==> src/rtl/chte_ram.sv <==
module chte_ram #(
  parameter int WIDTH = 8,
  parameter int DEPTH = 16,
  localparam int AW = (DEPTH > 1) ? $clog2(DEPTH) : 1
) (
  input  logic             clk,
  input  logic             we,
  input  logic [AW-1:0]    waddr,
  input  logic [WIDTH-1:0] wdata,
  input  logic [AW-1:0]    raddr,
  output logic [WIDTH-1:0] rdata
);

  logic [WIDTH-1:0] mem [DEPTH];

  always_ff @(posedge clk) begin
    if (we) begin
      mem[waddr] <= wdata;
    end
    rdata <= mem[raddr];
  end

endmodule

==> config.mk <==
export PLATFORM = sky130hd
export DESIGN_NAME = chte_ram
export DESIGN_NICKNAME = d
export VERILOG_FILES = /design/src/rtl/chte_ram.sv
export SDC_FILE = /design/constraint.sdc
export NUM_CORES = 1
export LEC_CHECK = 0
export BUFFER_PORTS_ARGS = -buffer_cell sky130_fd_sc_hd__buf_2
export CAP_MARGIN = 30
export CORE_MARGIN = 5
export CORE_UTILIZATION = 30
export CTS_BUF_LIST = sky130_fd_sc_hd__clkbuf_8
export CTS_CLUSTER_SIZE = 12
export DETAILED_ROUTE_END_ITERATION = 12
export SLEW_MARGIN = 30
export SYNTH_ARGS = -nofsm -noshare
export SYNTH_HDL_FRONTEND = slang
export SYNTH_SLANG_ARGS = --single-unit
export TNS_END_PERCENT = 50
==> constraint.sdc <==
create_clock -name clk -period 3.7 [get_ports clk]
set_input_delay 0.37 -clock clk [delete_from_list [all_inputs] [get_ports clk]]
set_output_delay 0.37 -clock clk [all_outputs]
set_load 0.005 [all_outputs]
Yosys cells after proc, flatten, opt, wreduce, memory -nomap -nowiden --
Memory sizes are Yosys's and may differ from the RTL's. A register that Yosys moved wholly into a read port is not among the register bits. Index checks and enable logic that the tools add are counted.
Word-level totals: register bits after elaboration 0, bits in latches 0, memory bits (writable) 128, ROM bits 0, input bits 18, output and inout bits 8, logic and storage cells 3, memories kept 1
Operators by class: add/sub/neg operators 0, multipliers 0, divide/modulo/power cells 0, magnitude comparators 0, equal/unequal tests 0, shift operators 0, muxes and demuxes 2, bitwise gates (word level) 0, reductions and logical operators 0
Memory list:
- mem | depth 16, bits a word 8, rd ports 1, clocked after memory_dff 1, write ports 1, RTL line 14 | logic [WIDTH-1:0] mem [DEPTH];
Operator list (number):
- 1-bit 2-to-1 mux | 2

Depth between registers and ports, before layout --
Gate-level depths: netlist of run 1.
depth in word-level cells 2, depth in mapped cells 5, depth with buffers taken out 3

Worst setup path after synthesis of run 1 --
No wires, ideal clock.
path kind input to register, from in waddr[2], to mem mem[0][0], enable pin, setup time 0.383 ns, data arrival time 1.480 ns, required time 3.317 ns, slack 1.837 ns, stages 2, buffers on the path 0, path through or3b_2 > nor3_1
RTL lines:
- start: declaration | RTL line 8 | input logic [AW-1:0] waddr,
- end: declaration | RTL line 14
No word-level cell before the write port.

==> results by group, run 1 <==
Power
  • Final Total Pwr: 3.06 mW
  • Leak Pwr: 1.96 nW
  • Power Density: 515 mW/mm2
  • Maximum vdd drop: 0.226 mV

Worst setup path
  • CP Launch Type: primary input
  • Worst-path fanout max: 32
  • CP Data Required Time: 3.99 ns
  • CP Capture Type: register
  • Critical Path Start: raddr[1]
  • Crit path DAT: 1.71 ns
  • Kind of critical path: primary input to register
  • Reg2reg start: mem[9][5]$_DFFE_PP_

Detailed routing
  • Residual DRC: 0
  • Pre-antenna DRT Iters: 4
  • Vias post-DR: 2383
  • DR WL/cell: 21.2 um
  • Post-DR vias/cell: 4.72
  • Initial drt markers: 225
  • Antenna Violating Nets Remaining: 0
  • Final wirelength: 10700 um

Job
  • MaxCap Viol Count: 0

Clock network
  • H-tree depth: 4
  • Setup bufs post-CTS: 0
  • Max Root-Sink Buffers: 2
  • Clock latency on the worst-skew pair: 0.42 ns
  • Clock Pin Slew Worst Setup and Hold Paths: 0.08 ns
  • CTS tree: done
  • Cts hold-fix bufs: 0
  • Resized cells post-CTS: 0
  • CTS Root Cell: clkbuf_8
  • Total CTS buffers: 17
  • CTS sink cnt: 136

Outcome
  • Status: finished, final reports clean

Timing
  • Fin. Hold Viols: 0
  • Final Setup Violations: 0
  • Setup slack after layout: 2.29 ns
  • Max-slew headroom: 36.1%
  • Fin Setup TNS: 0 ns
  • Tcrit/Tclk final: 38.2%
  • Final Skew: 0.0115 ns
  • Fmax: 707 MHz
  • Fin crit period: 1.41 ns
  • RSZ-0062 raised after global routing: false
  • Worst slew pin tran: 0.956 ns
  • Max-slew violations: 0

Logic synthesis
  • Netlist cell types: 19
  • Synth Cell Area: 0.00515 mm2
  • Mapped Nets: 247
  • Yosys warns: 0
  • Seq/Total Area, Yosys: 77.8%
  • Post-synthesis cell count: 229
  • Synthesis-stage register bit count: 136
  • Syn_area_per_cell: 22.5 um2

Worst hold path
  • Hold Path Origin: wdata[6]
  • Hold Crit Class: primary input to register

Place
  • Worst slack at placement: 1.70 ns
  • DP HPWL: 6590 um
  • Port bufs: 25
  • Gpl congestion: 0.701

Cells and area
  • Layout area overhead: 15.6%
  • Ant diodes: 0
  • Final-layout fill cell count: 1569
  • Layout cell share with drive strength beyond 1: 30.9%
  • Final net count: 290

Floorplanning
  • CORE AREA: 0.0167 mm2
  • Die H: 141 um
  • Starting Density: 30.8%
  • Number of placed I/O pins: 26
  • Rows: 47
  • Die ar.: 0.0199 mm2
  • Die Width: 141 um

Global route
  • Aggregate global routing overflow: 0
  • Largest net degree at the start of global routing: 33
  • Total GRT Usage: 11.3%
  • Number of antenna violations at the first check in global routing: 0
  • Global-route wire length before repair: 16100 um
  • Number of global-route vias before repair: 2524
==> placed cells by master, fill, tap and decap left out, types with 2 or more instances in the layout <==
master | netlist | final
edfxtp_1 | 128 | 128
buf_2 | 3 | 25
clkbuf_8 | 0 | 21
mux4_2 | 18 | 18
a22oi_1 | 16 | 16
mux4_1 | 14 | 14
nand2_1 | 9 | 9
buf_4 | 1 | 9
nor2_1 | 13 | 8
dfxtp_1 | 8 | 8
nor2_2 | 0 | 5
clkinv_2 | 0 | 4
nor3_1 | 4 | 3
inv_1 | 0 | 3
nand3b_1 | 2 | 2
nand2b_1 | 2 | 2
clkinvlp_4 | 0 | 2
bufinv_16 | 0 | 2
==> sequential cells by signal, summed over array words and instances, names as in the netlist <==
register / flops
mem: 128
rdata: 8
==> path summary, 6_finish.rpt <==
check / cells past startpoint / to / slack, ns
hold / removal: 1 / mem[3][6]$_DFFE_PP_ / 0.32
setup reg to reg: 3 / rdata[5]$_DFF_P_ / 2.39
setup / recovery: 4 / rdata[5]$_DFF_P_ / 2.29
hold reg to reg: 3 / rdata[7]$_DFF_P_ / 0.66
==> cell type report <==
cell class / instances / area [um2] / share of cell area (%)
multi-input cells: 83 / 1080 / 18.2
clock inverters: 11 / 106 / 1.79
well taps: 220 / 275 / 4.63
flip-flops and latches: 136 / 4000 / 67.3
repair buffers: 34 / 193 / 3.24
clock buffers: 21 / 289 / 4.86
==> cell usage after synthesis, drive strengths merged <==
cell type	instances	share of area, %
a22oi	16	2.3
and2	1	0.12
and2b	1	0.15
buf	7	1.1
clkdlybuf4s25	3	0.58
dfxtp	8	3.1
edfxtp	128	75
mux4	32	15
nand2	9	0.66
nand2b	2	0.24
nand3	1	0.097
nand3b	2	0.29
nor2	13	0.95
nor2b	1	0.12
nor3	4	0.39
or3b	1	0.17
==> critical path: stages <==
cell and delay, ns:
buf_2 0.60, mux4_1 0.40, a22oi_1 0.21, nand2_1 0.10
==> per-layer routing <==
| layer | vias to the layer above | track usage [%] | routed length (um) |
|---|---|---|---|
| met2 | 77 | 16.9 | 4930 |
| met1 | 1237 | 16.3 | 4860 |
| met5 | - | 0 | 0 |
| met3 | 9 | 3.35 | 842 |
| li1 | 1060 | - | - |
| met4 | 0 | 2.91 | 80 |
==> power by group <==
| part | switching [mW] | internal [mW] | total, mW | leakage [nW] |
|---|---|---|---|---|
| logic | 0.0892 | 0.0642 | 0.153 | 0.520 |
| registers | 0.0106 | 1.72 | 1.73 | 1.22 |
| clock network | 0.520 | 0.659 | 1.18 | 0.211 |
==> per-stage QoR <==
stage	instance area [um2]	hold WS [ns]	util, %	instances
after floorplan	5150	0.469	-	229
after global placement	5530	0.657	33.1	472
after detailed placement	5550	0.648	33.2	473
after CTS	5940	0.297	35.6	505
after global routing	5950	0.302	35.6	505
final	5950	0.322	35.6	505
==> cell families (layout without fill, tap and decap cells) <==
group | Yosys count | after routing | share of synthesized area, %
buf+inv | 10 | 66 | 1.68
mux | 32 | 32 | 15.0
simple gates | 35 | 35 | 3.18
flops | 136 | 136 | 77.8
compound gates | 16 | 16 | 2.33
Power figures use the tool's default switching activity.
==> inputs of run 2 (changes only) <==
--- a/config.mk
+++ b/config.mk
@@ -5,6 +5,7 @@
 export SDC_FILE = /design/constraint.sdc
 export NUM_CORES = 1
 export LEC_CHECK = 0
+export ABC_AREA = 1
 export BUFFER_PORTS_ARGS = -buffer_cell sky130_fd_sc_hd__buf_2
 export CAP_MARGIN = 30
 export CORE_MARGIN = 5
==> constraint.sdc (replaced) <==
create_clock -name clk -period 1.4 [get_ports clk]
set_input_delay 0.14 -clock clk [delete_from_list [all_inputs] [get_ports clk]]
set_output_delay 0.14 -clock clk [all_outputs]
set_load 0.005 [all_outputs]
==> results by group, run 2 <==
Detailed routing
  • Antenna Violating Nets Remaining: 0
  • Pre-antenna DRT Iters: 5
  • DR WL/cell: 15.2 um
  • Vias post-DR: 3767
  • Post-DR vias/cell: 4.33
  • Residual DRC: 0
  • Initial drt markers: 356
  • Final wirelength: 13200 um

Logic synthesis
  • Post-synth top area share: 66.7%
  • Post-synthesis cell count: 551
  • Synth Cell Area: 0.00577 mm2
  • Syn_area_per_cell: 10.5 um2
  • Netlist cell types: 12
  • Mapped Nets: 569
  • Post-synth EDFFs: 128
  • Synthesis-stage register bit count: 136
  • Top post-synthesis cells by area: edfxtp_1 (67%), nand2_1 (11%), nand3_1 (8.4%), inv_1 (6.5%), dfxtp_1 (2.8%)
  • Synth area leader: edfxtp_1
  • Seq/Total Area, Yosys: 69.4%
  • Synth Flop Type: edfxtp_1
  • Most frequent cell after synthesis: nand2_1
  • Yosys warns: 0
  • Most frequent cells after synthesis: nand2_1 (173), edfxtp_1 (128), inv_1 (100)
  • Ys async rst share: 0%

Cells and area
  • Layout area overhead: 15.6%
  • Sequential cell area: 0.00400 mm2
  • Ant diodes: 0
  • Max reg flops: 128
  • Final net count: 616
  • Biggest register: mem
  • Area occupied by multi-input gates: 0.00121 mm2
  • Final core occ: 35.4%
  • Layout cell share with drive strength beyond 1: 13.0%
  • Most common cell after layout, fill and taps aside: nand2_1
  • Final-layout fill cell count: 1886
  • Commonest cells after routing, fill and taps aside: nand2_1 (173), edfxtp_1 (128), inv_1 (103)
  • Final Cell Area: 0.00667 mm2
  • Largest registers: mem x128, rdata x8

Worst setup path
  • Cell count along the critical path: 1
  • Crit path DAT: 0.93 ns
  • CP max-delay cell: dfxtp_1
  • Cells along the critical path: buf_2
  • Critical Path Start: rdata[2]$_DFF_P_
  • Worst path max stage delay: 0.37 ns
  • Reg2reg start: mem[9][4]$_DFFE_PP_
  • Crit-path leading delay family: flip-flops
  • Buffers plus inverters on the worst setup path: 1
  • Reg2reg path depth: 6
  • CP Data Required Time: 1.26 ns
  • Kind of critical path: register to primary output
  • Worst-path fanout max: 1
  • CP Launch Type: register
  • CP Capture Type: primary output

Power
  • Power Density: 1220 mW/mm2
  • Final Total Pwr: 8.11 mW
  • Maximum vdd drop: 0.852 mV
  • Leak Pwr: 2.86 nW

Global route
  • Aggregate global routing overflow: 0
  • Number of antenna violations at the first check in global routing: 0
  • Global-route wire length before repair: 20500 um
  • Number of global-route vias before repair: 3585
  • Total GRT Usage: 12.6%
  • Largest net degree at the start of global routing: 65

Timing
  • Max-slew headroom: 74.3%
  • Max-slew violations: 0
  • RSZ-0062 raised after global routing: false
  • Final Skew: 0.0112 ns
  • Worst hold margin: 0.0803 ns
  • Fin Setup TNS: 0 ns
  • Fin. Hold Viols: 0
  • Final Setup Violations: 0
  • Tcrit/Tclk final: 76.8%
  • Fmax: 930 MHz
  • Worst slew pin tran: 0.386 ns
  • Fin crit period: 1.07 ns

Floorplanning
  • CORE AREA: 0.0188 mm2
  • Starting Density: 30.6%
  • Number of placed I/O pins: 26
  • Rows: 50
  • Die Width: 149 um
  • Die H: 149 um
  • Die ar.: 0.0221 mm2

Worst hold path
  • WHS Path Cells: 3
  • Hold Path Origin: raddr[3]
  • Hold Crit Class: primary input to register

Place
  • Gpl congestion: 0.783
  • DP HPWL: 8160 um
  • Post-place instance area: 0.00632 mm2
  • Port bufs: 25

Clock network
  • Cts hold-fix bufs: 0
  • Setup bufs post-CTS: 0
  • CTS Root Cell: clkbuf_8
  • Resized cells post-CTS: 0
  • CTS tree: done
  • CTS sink cnt: 136
  • Clock Pin Slew Worst Setup and Hold Paths: 0.07 ns
  • Max Root-Sink Buffers: 2
  • Total CTS buffers: 17
  • Clock latency on the worst-skew pair: 0.44 ns
  • H-tree depth: 4

Outcome
  • Status: finished, final reports clean

Job
  • MaxCap Viol Count: 0
## run 2: cell count changes in the layout (fill, tap and decap cells not counted), moves of 4 or more
cell / previous run / this run
buf_12: 0 / 5
nor2_2: 5 / 0
nand2_1: 9 / 173
clkbuf_8: 21 / 17
nor2_1: 8 / 17
mux4_2: 18 / 0
inv_1: 3 / 103
buf_4: 9 / 22
a22oi_1: 16 / 0
mux4_1: 14 / 0
nand3_1: 1 / 97
## run 2: final cells by class
cell class / count / share of cell area [%]
clock buffers: 17 / 3.51
clock inverters: 13 / 1.76
inverters: 102 / 5.74
multi-input cells: 289 / 18.2
flip-flops and latches: 136 / 60.0
well taps: 260 / 4.88
repair buffers: 52 / 5.85
## run 2: logic make-up (layout without fill, tap and decap cells)
kind of cell / after synthesis / after routing / synth area share (%)
and+or+nand+nor: 289 / 289 / 21.0
DFF: 136 / 136 / 69.4
buffers and inverters: 126 / 184 / 9.52
## run 2: power by group
part | internal, mW | switching [mW] | total [mW]
Sequential | 4.55 | 0.0257 | 4.57
Combinational | 0.189 | 0.398 | 0.587
Clock | 1.52 | 1.43 | 2.95
Total | 6.25 | 1.86 | 8.11
## run 2: per-stage QoR
step	cells	setup WS, ns
finish	869	0.325
detailed placement	839	0.138
floorplan	551	0.309
CTS	869	0.271
global placement	839	0.137
global route	869	0.235
## run 2: final timing paths
kind / slack (ns) / end
max: 0.33 / rdata[2]
min: 0.08 / rdata[2]$_DFF_P_
max reg2reg: 0.37 / rdata[4]$_DFF_P_
min reg2reg: 0.68 / rdata[0]$_DFF_P_
## run 2: tightest hold or removal path: cells and delay by family
family	cells	cell delay (ns)
buffers and inverters	1	0.17
and+or+nand+nor	2	0.16
## run 2: metal layers
layer  GRT usage (%)  share of wire, %  vias to the layer above
met4            4.02               1.6                        0
met1            16.8                46                     1788
met5               0                 0                        -
met3            3.69               6.2                       15
met2            19.8                46                      103
li1                -                 -                     1861
